===== src/hdl/pulg_pkg.sv =====
// ----------------------------------------------------------------------------
// PIN unlock line gate package
// Shared constants, types and a helper function for the PIN line gate.
// ----------------------------------------------------------------------------
package pulg_pkg;

    // Longest line kept while locked, and the PIN length ceiling.
    localparam int LINE_BYTES    = 32;
    localparam int PIN_MAX_BYTES = 16;

    // The PIN registers hold sixteen characters, eight to a 64-bit register.
    localparam int PIN_SLOTS     = 16;
    localparam int PIN_IDX_W     = $clog2(PIN_SLOTS);
    localparam int PIN_LEN_W     = $clog2(PIN_SLOTS + 1);

    // Length of the text "unlock " in front of the PIN.
    localparam int PREFIX_LEN    = 7;
    localparam int PREFIX_IDX_W  = $clog2(PREFIX_LEN);

    // Line and string counters must hold LINE_BYTES itself.
    localparam int LINE_CNT_W    = $clog2(LINE_BYTES + 1);

    // Configuration port geometry.
    localparam int CFG_DATA_W    = 64;
    localparam int CFG_INDEX_W   = 2;

    // Configuration register indexes.
    localparam logic [CFG_INDEX_W-1:0] CFG_PIN_LENGTH   = 2'd0;
    localparam logic [CFG_INDEX_W-1:0] CFG_PIN_BYTES_LO = 2'd1;
    localparam logic [CFG_INDEX_W-1:0] CFG_PIN_BYTES_HI = 2'd2;
    localparam logic [CFG_INDEX_W-1:0] CFG_MAX_FAILURES = 2'd3;

    // Line terminators.
    localparam logic [7:0] BYTE_CR  = 8'h0D;
    localparam logic [7:0] BYTE_LF  = 8'h0A;
    localparam logic [7:0] BYTE_NUL = 8'h00;

    // Input word kinds.
    localparam logic KIND_BYTE        = 1'b0;
    localparam logic KIND_SESSION_END = 1'b1;

    // Result event codes.
    typedef enum logic [2:0] {
        EV_NONE       = 3'd0,
        EV_FORWARD    = 3'd1,
        EV_UNLOCKED   = 3'd2,
        EV_PROMPT     = 3'd3,
        EV_DISCONNECT = 3'd4
    } event_t;

    // Configuration as seen by the line logic.
    typedef struct packed {
        logic [PIN_SLOTS-1:0][7:0] pin_chars;
        logic [PIN_LEN_W-1:0]      eff_len;
        logic [7:0]                max_failures;
    } pulg_cfg_t;

    // One result word.
    typedef struct packed {
        event_t     ev;
        logic [7:0] fwd;
        logic       unlocked;
    } pulg_result_t;

    // Characters of the fixed prefix "unlock ".
    function automatic logic [7:0] prefix_char(input logic [PREFIX_IDX_W-1:0] idx);
        logic [7:0] ch;
        case (idx)
            3'd0:    ch = 8'h75; // u
            3'd1:    ch = 8'h6E; // n
            3'd2:    ch = 8'h6C; // l
            3'd3:    ch = 8'h6F; // o
            3'd4:    ch = 8'h63; // c
            3'd5:    ch = 8'h6B; // k
            default: ch = 8'h20; // space
        endcase
        return ch;
    endfunction

endpackage


===== src/hdl/pulg_cfg.sv =====
// ----------------------------------------------------------------------------
// PIN unlock configuration registers
// Holds the four configuration registers and derives the effective PIN length.
// ----------------------------------------------------------------------------
module pulg_cfg
    import pulg_pkg::*;
(
    input  logic                   clk,
    input  logic                   rst_n,
    input  logic                   cfg_wr_en,
    input  logic [CFG_INDEX_W-1:0] cfg_index,
    input  logic [CFG_DATA_W-1:0]  cfg_data,
    output pulg_cfg_t              cfg
);

    logic [4:0]            pin_length_reg;
    logic [63:0]           pin_lo_reg;
    logic [63:0]           pin_hi_reg;
    logic [7:0]            max_failures_reg;
    logic [PIN_LEN_W-1:0]  clamp_len;
    logic [PIN_LEN_W-1:0]  eff_len;
    logic [PIN_SLOTS-1:0][7:0] chars;

    // Register writes, decoded by index.
    always_ff @(posedge clk or negedge rst_n)
    begin
        if (!rst_n)
        begin
            pin_length_reg   <= 5'd4;
            pin_lo_reg       <= '0;
            pin_hi_reg       <= '0;
            max_failures_reg <= 8'd3;
        end
        else if (cfg_wr_en)
        begin
            unique case (cfg_index)
                CFG_PIN_LENGTH:   pin_length_reg   <= cfg_data[4:0];
                CFG_PIN_BYTES_LO: pin_lo_reg       <= cfg_data;
                CFG_PIN_BYTES_HI: pin_hi_reg       <= cfg_data;
                CFG_MAX_FAILURES: max_failures_reg <= cfg_data[7:0];
                default:          ;
            endcase
        end
    end

    assign chars = {pin_hi_reg, pin_lo_reg};

    // The PIN ends at the first zero character within its clamped length.
    always_comb
    begin
        if (pin_length_reg > 5'(PIN_MAX_BYTES))
        begin
            clamp_len = PIN_LEN_W'(PIN_MAX_BYTES);
        end
        else
        begin
            clamp_len = PIN_LEN_W'(pin_length_reg);
        end
        eff_len = clamp_len;
        for (int i = PIN_SLOTS - 1; i >= 0; i--)
        begin
            if ((PIN_LEN_W'(i) < clamp_len) && (chars[i] == BYTE_NUL))
            begin
                eff_len = PIN_LEN_W'(i);
            end
        end
    end

    assign cfg.pin_chars    = chars;
    assign cfg.eff_len      = eff_len;
    assign cfg.max_failures = max_failures_reg;

endmodule


===== src/hdl/pulg_core.sv =====
// ----------------------------------------------------------------------------
// PIN unlock line matcher
// Holds the gate, line and failure state and works out one result per word.
// ----------------------------------------------------------------------------
module pulg_core
    import pulg_pkg::*;
(
    input  logic         clk,
    input  logic         rst_n,
    input  logic         step_en,
    input  logic         item_kind,
    input  logic [7:0]   item_byte,
    input  pulg_cfg_t    cfg,
    output pulg_result_t result
);

    logic                  gate_open_reg,       gate_open_next;
    logic [LINE_CNT_W-1:0] line_count_reg,      line_count_next;
    logic                  line_overflowed_reg, line_overflowed_next;
    logic                  still_matching_reg,  still_matching_next;
    logic                  string_ended_reg,    string_ended_next;
    logic [LINE_CNT_W-1:0] string_length_reg,   string_length_next;
    logic [7:0]            failure_count_reg,   failure_count_next;

    logic [LINE_CNT_W-1:0] exp_len;
    logic [LINE_CNT_W-1:0] pin_off;
    logic [7:0]            want;
    logic [7:0]            fail_inc;
    logic                  is_eol;
    logic                  match;
    event_t                ev;
    logic [7:0]            fwd;

    // Expected character at the current string position.
    assign exp_len = LINE_CNT_W'(PREFIX_LEN) + LINE_CNT_W'(cfg.eff_len);
    assign pin_off = string_length_reg - LINE_CNT_W'(PREFIX_LEN);

    always_comb
    begin
        if (string_length_reg < LINE_CNT_W'(PREFIX_LEN))
        begin
            want = prefix_char(string_length_reg[PREFIX_IDX_W-1:0]);
        end
        else
        begin
            want = cfg.pin_chars[pin_off[PIN_IDX_W-1:0]];
        end
    end

    assign is_eol   = (item_byte == BYTE_CR) || (item_byte == BYTE_LF);
    assign match    = !line_overflowed_reg && still_matching_reg
                      && (string_length_reg == exp_len);
    assign fail_inc = (failure_count_reg == 8'hFF) ? failure_count_reg
                                                   : failure_count_reg + 8'd1;

    // Next state and result for the word in hand.
    always_comb
    begin
        gate_open_next       = gate_open_reg;
        line_count_next      = line_count_reg;
        line_overflowed_next = line_overflowed_reg;
        still_matching_next  = still_matching_reg;
        string_ended_next    = string_ended_reg;
        string_length_next   = string_length_reg;
        failure_count_next   = failure_count_reg;
        ev                   = EV_NONE;
        fwd                  = 8'd0;

        if (item_kind == KIND_SESSION_END)
        begin
            // Session end relocks and clears everything.
            gate_open_next       = 1'b0;
            failure_count_next   = 8'd0;
            line_count_next      = '0;
            line_overflowed_next = 1'b0;
            still_matching_next  = 1'b1;
            string_ended_next    = 1'b0;
            string_length_next   = '0;
        end
        else if (gate_open_reg)
        begin
            ev  = EV_FORWARD;
            fwd = item_byte;
        end
        else if (is_eol)
        begin
            // An empty line without overflow is ignored.
            if ((line_count_reg != '0) || line_overflowed_reg)
            begin
                line_count_next      = '0;
                line_overflowed_next = 1'b0;
                still_matching_next  = 1'b1;
                string_ended_next    = 1'b0;
                string_length_next   = '0;
                if (match)
                begin
                    gate_open_next     = 1'b1;
                    failure_count_next = 8'd0;
                    ev                 = EV_UNLOCKED;
                end
                else
                begin
                    failure_count_next = fail_inc;
                    ev = (fail_inc >= cfg.max_failures) ? EV_DISCONNECT : EV_PROMPT;
                end
            end
        end
        else if (line_count_reg >= LINE_CNT_W'(LINE_BYTES))
        begin
            line_overflowed_next = 1'b1;
        end
        else
        begin
            line_count_next = line_count_reg + LINE_CNT_W'(1);
            if (!string_ended_reg)
            begin
                if (item_byte == BYTE_NUL)
                begin
                    string_ended_next = 1'b1;
                end
                else
                begin
                    if (!(string_length_reg < exp_len) || (item_byte != want))
                    begin
                        still_matching_next = 1'b0;
                    end
                    string_length_next = string_length_reg + LINE_CNT_W'(1);
                end
            end
        end
    end

    // State registers advance once per processed word.
    always_ff @(posedge clk or negedge rst_n)
    begin
        if (!rst_n)
        begin
            gate_open_reg       <= 1'b0;
            line_count_reg      <= '0;
            line_overflowed_reg <= 1'b0;
            still_matching_reg  <= 1'b1;
            string_ended_reg    <= 1'b0;
            string_length_reg   <= '0;
            failure_count_reg   <= 8'd0;
        end
        else if (step_en)
        begin
            gate_open_reg       <= gate_open_next;
            line_count_reg      <= line_count_next;
            line_overflowed_reg <= line_overflowed_next;
            still_matching_reg  <= still_matching_next;
            string_ended_reg    <= string_ended_next;
            string_length_reg   <= string_length_next;
            failure_count_reg   <= failure_count_next;
        end
    end

    assign result.ev       = ev;
    assign result.fwd      = fwd;
    assign result.unlocked = gate_open_next;

endmodule


===== src/hdl/pin_unlock_line_gate.sv =====
// An accepted word waits in the input register until the result register is
// free or draining. Throughput: one word per cycle while out_ready is high; the
// input register takes a new word while the previous result waits on output.
// Reset: asynchronous, active low; the gate comes up locked with all line and
// failure state cleared and the configuration at its reset values.
// ----------------------------------------------------------------------------
// PIN unlock line gate
// Console byte gate that stays locked until a matching PIN line is received.
// ----------------------------------------------------------------------------
module pin_unlock_line_gate
    import pulg_pkg::*;
(
    input  logic                   clk,
    input  logic                   rst_n,
    input  logic                   cfg_wr_en,
    input  logic [CFG_INDEX_W-1:0] cfg_index,
    input  logic [CFG_DATA_W-1:0]  cfg_data,
    input  logic                   in_valid,
    output logic                   in_ready,
    input  logic                   kind,
    input  logic [7:0]             rx_byte,
    output logic                   out_valid,
    input  logic                   out_ready,
    output logic [2:0]             event_res,
    output logic [7:0]             forward_byte,
    output logic                   is_unlocked
);

    pulg_cfg_t    cfg;
    pulg_result_t result;

    logic       in_valid_reg, in_valid_next;
    logic       kind_reg;
    logic [7:0] byte_reg;
    logic       out_valid_reg, out_valid_next;
    logic [2:0] event_reg;
    logic [7:0] fwd_reg;
    logic       unlocked_reg;
    logic       in_accept;
    logic       step;

    pulg_cfg u_cfg (
        .clk       (clk),
        .rst_n     (rst_n),
        .cfg_wr_en (cfg_wr_en),
        .cfg_index (cfg_index),
        .cfg_data  (cfg_data),
        .cfg       (cfg)
    );

    // A held word is processed when the result register is free or draining.
    assign step      = in_valid_reg && (!out_valid_reg || out_ready);
    assign in_ready  = !in_valid_reg || step;
    assign in_accept = in_valid && in_ready;

    pulg_core u_core (
        .clk       (clk),
        .rst_n     (rst_n),
        .step_en   (step),
        .item_kind (kind_reg),
        .item_byte (byte_reg),
        .cfg       (cfg),
        .result    (result)
    );

    // Valid flags of the input and result registers.
    always_comb
    begin
        in_valid_next = in_valid_reg;
        if (in_accept)
        begin
            in_valid_next = 1'b1;
        end
        else if (step)
        begin
            in_valid_next = 1'b0;
        end

        out_valid_next = out_valid_reg;
        if (step)
        begin
            out_valid_next = 1'b1;
        end
        else if (out_ready)
        begin
            out_valid_next = 1'b0;
        end
    end

    always_ff @(posedge clk or negedge rst_n)
    begin
        if (!rst_n)
        begin
            in_valid_reg  <= 1'b0;
            out_valid_reg <= 1'b0;
        end
        else
        begin
            in_valid_reg  <= in_valid_next;
            out_valid_reg <= out_valid_next;
        end
    end

    // Input and result payload registers.
    always_ff @(posedge clk)
    begin
        if (in_accept)
        begin
            kind_reg <= kind;
            byte_reg <= rx_byte;
        end
        if (step)
        begin
            event_reg    <= result.ev;
            fwd_reg      <= result.fwd;
            unlocked_reg <= result.unlocked;
        end
    end

    assign out_valid    = out_valid_reg;
    assign event_res    = event_reg;
    assign forward_byte = fwd_reg;
    assign is_unlocked  = unlocked_reg;

endmodule


===== config.mk =====
export PLATFORM = sky130hd
export DESIGN_NAME = pin_unlock_line_gate
export DESIGN_NICKNAME = d
export VERILOG_FILES = /design/src/hdl/pulg_pkg.sv /design/src/hdl/pulg_cfg.sv /design/src/hdl/pulg_core.sv /design/src/hdl/pin_unlock_line_gate.sv
export SDC_FILE = /design/constraint.sdc
export NUM_CORES = 1
export LEC_CHECK = 0
export BUFFER_PORTS_ARGS = -buffer_cell sky130_fd_sc_hd__buf_4
export CAP_MARGIN = 5
export CELL_PAD_IN_SITES_DETAIL_PLACEMENT = 2
export CELL_PAD_IN_SITES_GLOBAL_PLACEMENT = 2
export CORE_ASPECT_RATIO = 1.5
export CORE_UTILIZATION = 30
export CTS_CLUSTER_DIAMETER = 40
export CTS_CLUSTER_SIZE = 25
export DETAILED_ROUTE_END_ITERATION = 7
export HOLD_SLACK_MARGIN = 0.05
export MAX_ROUTING_LAYER = met4
export PLACE_DENSITY = 0.59
export SLEW_MARGIN = 30
export SYNTH_ARGS = -nofsm -noshare
export SYNTH_HDL_FRONTEND = slang
export SYNTH_SLANG_ARGS = --single-unit

===== constraint.sdc =====
create_clock -name clk -period 5 [get_ports clk]
set_input_delay 0.25 -clock clk [delete_from_list [all_inputs] [get_ports clk]]
set_output_delay 0.25 -clock clk [all_outputs]
set_load 0.01 [all_outputs]

==> metrics.yaml <==
synth:
  syn_area_mm2: 0.009819
  seq_area_frac_synth_pct: 49.03
  synth_nets: 862
  synth_ff_type: "dfrtp_1"
  synth_cell_types: 75
  syn_avg_cell_area_um2: 12.94
  synthCells: 759
  async_flop_share_pct: 88.83
  ys_warn_count: 0
  synth_seq_cells: 188
  synth-edff-count: 21
floorplanning:
  dieHeight_um: 223.6
  num_rows: 80
  io_pins: 94
  core_area_mm2: 0.03203
  start_util_pct: 30.66
  die-area_mm2: 0.03347
  fp.dieW_um: 149.7
timing:
  fin_worst_skew_ps: 11.56
  tns_ps: 0
  fin_crit_sh_pct: 89.12
  min_period_ps: 4456
  rsz0062_at_grt: "no"
  fmax_mhz: 224.4
  whs_ps: 57.27
  finalMaxSlewViolations: 0
  finalSetupViolCount: 0
  slew_headroom_pct: 35.00
  tightest_slew_ps: 975.0
  timing.final.hold_violations: 0
place:
  hpwl_um: 24870
  placed_cells: 1239
  portBuffers: 93
  place_congestion: 0.8543
layout:
  finalCoreUtilization_pct: 38.09
  synthToLayoutAreaGrowth_pct: 24.24
  layout_common_cells: "dfrtp_1 (163), mux2_2 (141), buf_4 (105), dlygate4sd3_1 (64), nor4_1 (35)"
  fin_cells: 1335
  nets: 1015
  antenna_cells: 0
  layout-drive-gt1-share_pct: 35.46
  final_common_cell: "dfrtp_1"
cts:
  cts-htree-levels: 4
  cts_resized: 0
  clock-sinks: 188
  cts_buffers: 17
  clock_latency_ps: 460
  cts_tree: "built"
  clock-root-buffer: "clkbuf_16"
  clk_path_buf_depth: 2
  clkTransAtPathRegs_ps: 80
setup_path:
  worstPathArrival_ps: 4830
  critPathKind: "flip-flop to flip-flop"
  cp-end-kind: "flip-flop"
  critPathSlowestCell: "dfrtp_1"
  cpPeakStageDelay_ps: 710
  critPathRequiredTime_ps: 5380
  critPathMaxFanout: 16
  reg2reg_slack_ps: 540
  crit_top_cell: "a21oi_1"
  path_cells: "or2_1 -> a31oi_1 -> a21oi_1 -> nand2b_1 -> a21oi_1 -> o31ai_1 -> nand2_1 -> ha_1 -> nand2_1 -> a21oi_1 -> or4_1 -> ha_1 -> nor2b_1 -> o21ai_0 -> o2111ai_1 -> nor4_2 -> nand3_1 -> o31ai_2"
  startpoint_type: "flip-flop"
global_routing:
  antenna_found_initial: 0
  track_usage_pct: 21.28
  grt_max_degree: 81
  grt_pass1_vias: 8091
  grt_pass1_wl_um: 50080
  grt_overflow_total: 0
power_and_ir_drop:
  power.total_mw: 5.508
  internal_power_mw: 3.596
  p_clk_share_pct: 26.8
  switchingPower_mw: 1.912
  p_per_area_mw_per_mm2: 451.5
  swShare_pct: 34.72
  pwr-share-seq_pct: 38.6
  power_frac_comb_pct: 34.7
  vdd_drop_max_mv: 0.2022
  cellLeakagePower_nw: 5.200
outcome:
  status: "complete, no violations"
route:
  vias_per_cell: 5.291
  vias: 7063
  wl_um: 32430
  dr.first_iter.drc_count: 244
  firstDrtPassIters: 4
  avgRoutedWirePerCell_um: 24.29
  drc_errors: 0
  ant_nets: 0
job:
  drv_cap: 0
min_path:
  min_path_type: "input pin to flip-flop"
-- Yosys cell counts, drive strengths merged, types with 8 or more instances --
library cell | count | area, um2
nand3 | 20 | 105.1
nor2 | 27 | 101.4
a21oi | 27 | 138.9
mux4 | 36 | 839.6
buf | 16 | 121.4
xor2 | 11 | 96.34
o21ai | 20 | 103.9
and3 | 11 | 68.82
nand2 | 30 | 112.6
inv | 27 | 101.4
edfxtp | 21 | 630.6
xnor2 | 11 | 115.1
clkbuf | 20 | 75.07
mux2 | 141 | 1588
nor3 | 8 | 40.04
nor4 | 36 | 231.5
ha | 23 | 287.8
dfrtp | 163 | 4079
-- per-stage QoR --
stage          setup slack [ps]  instance area, um2
6_report                  544.2               12200
5_1_grt                   150.3               12200
4_1_cts                   541.1               12200
3_5_place_dp              577.6               10940
3_3_place_gp              589.6               10940
2_1_floorplan              1220                9819
-- critical path: cells and delay by family (launching register included) --
family | cells | cell delay (ps)
flip-flops | 1 | 710
adder cells (fa/ha/maj) | 2 | 540
AND/OR/NAND/NOR | 8 | 1690
AO/OA/AOI/OAI | 8 | 1400
-- cell families after synthesis --
group / count (synthesis) / share of synthesized area [%]
AND/OR/NAND/NOR: 174 / 9.633
XOR/XNOR: 22 / 2.153
adder cells (fa/ha/maj): 23 / 2.931
multiplexers: 184 / 25.43
other: 1 / 0.03819
AO/OA/AOI/OAI: 104 / 7.747
flip-flops: 188 / 49.03
buffers and inverters: 63 / 3.032
-- power by group through the flow --
stage	registers [mW]	logic, mW	clock network, mW
after CTS	2.13	1.94	1.51
after global routing	2.16	2.07	1.56
after global placement	2.14	1.83	0
after detailed placement	2.16	1.89	0
after floorplan	1.97	1.40	0
final	2.12	1.91	1.47
-- routing by layer --
metal	global-route usage [%]	share of wire [%]
met5	-	0
met4	11.50	4.9
met3	2.668	1.9
met2	38.86	56
met1	21.77	37
-- worst paths after layout --
check                                     startpoint                         to  cells past startpoint
max in group asynchronous                      rst_n       u_cfg.pin_hi_reg[42]                      3
min reg2reg                u_cfg.max_failures_reg[5]  u_cfg.max_failures_reg[5]                      1
min in group asynchronous                      rst_n  u_cfg.max_failures_reg[2]                      2
min                                     cfg_data[41]       u_cfg.pin_hi_reg[41]                      2
max                          u_cfg.pin_length_reg[4]  u_core.still_matching_reg                     18
max reg2reg                  u_cfg.pin_length_reg[4]  u_core.still_matching_reg                     18
-- area by class of cell --
cell class,instances,area [um2]
Sequential cell,188,4815
Tap cell,410,513.0
Fill cell,3317,19830
Multi-Input combinational cell,508,4707
Timing Repair Buffer,170,1440
Clock inverter,15,197.7
Inverter,27,101.3
Clock buffer,17,425.4
-- what timing repair did --
action / in CTS / in global routing
hold buffers: 64 / 0
endpoints found under the hold margin: 187 / 0
buffers inserted: 0 / 0
setup endpoints to repair: 0 / 0
(Power assumes the default switching activity.)
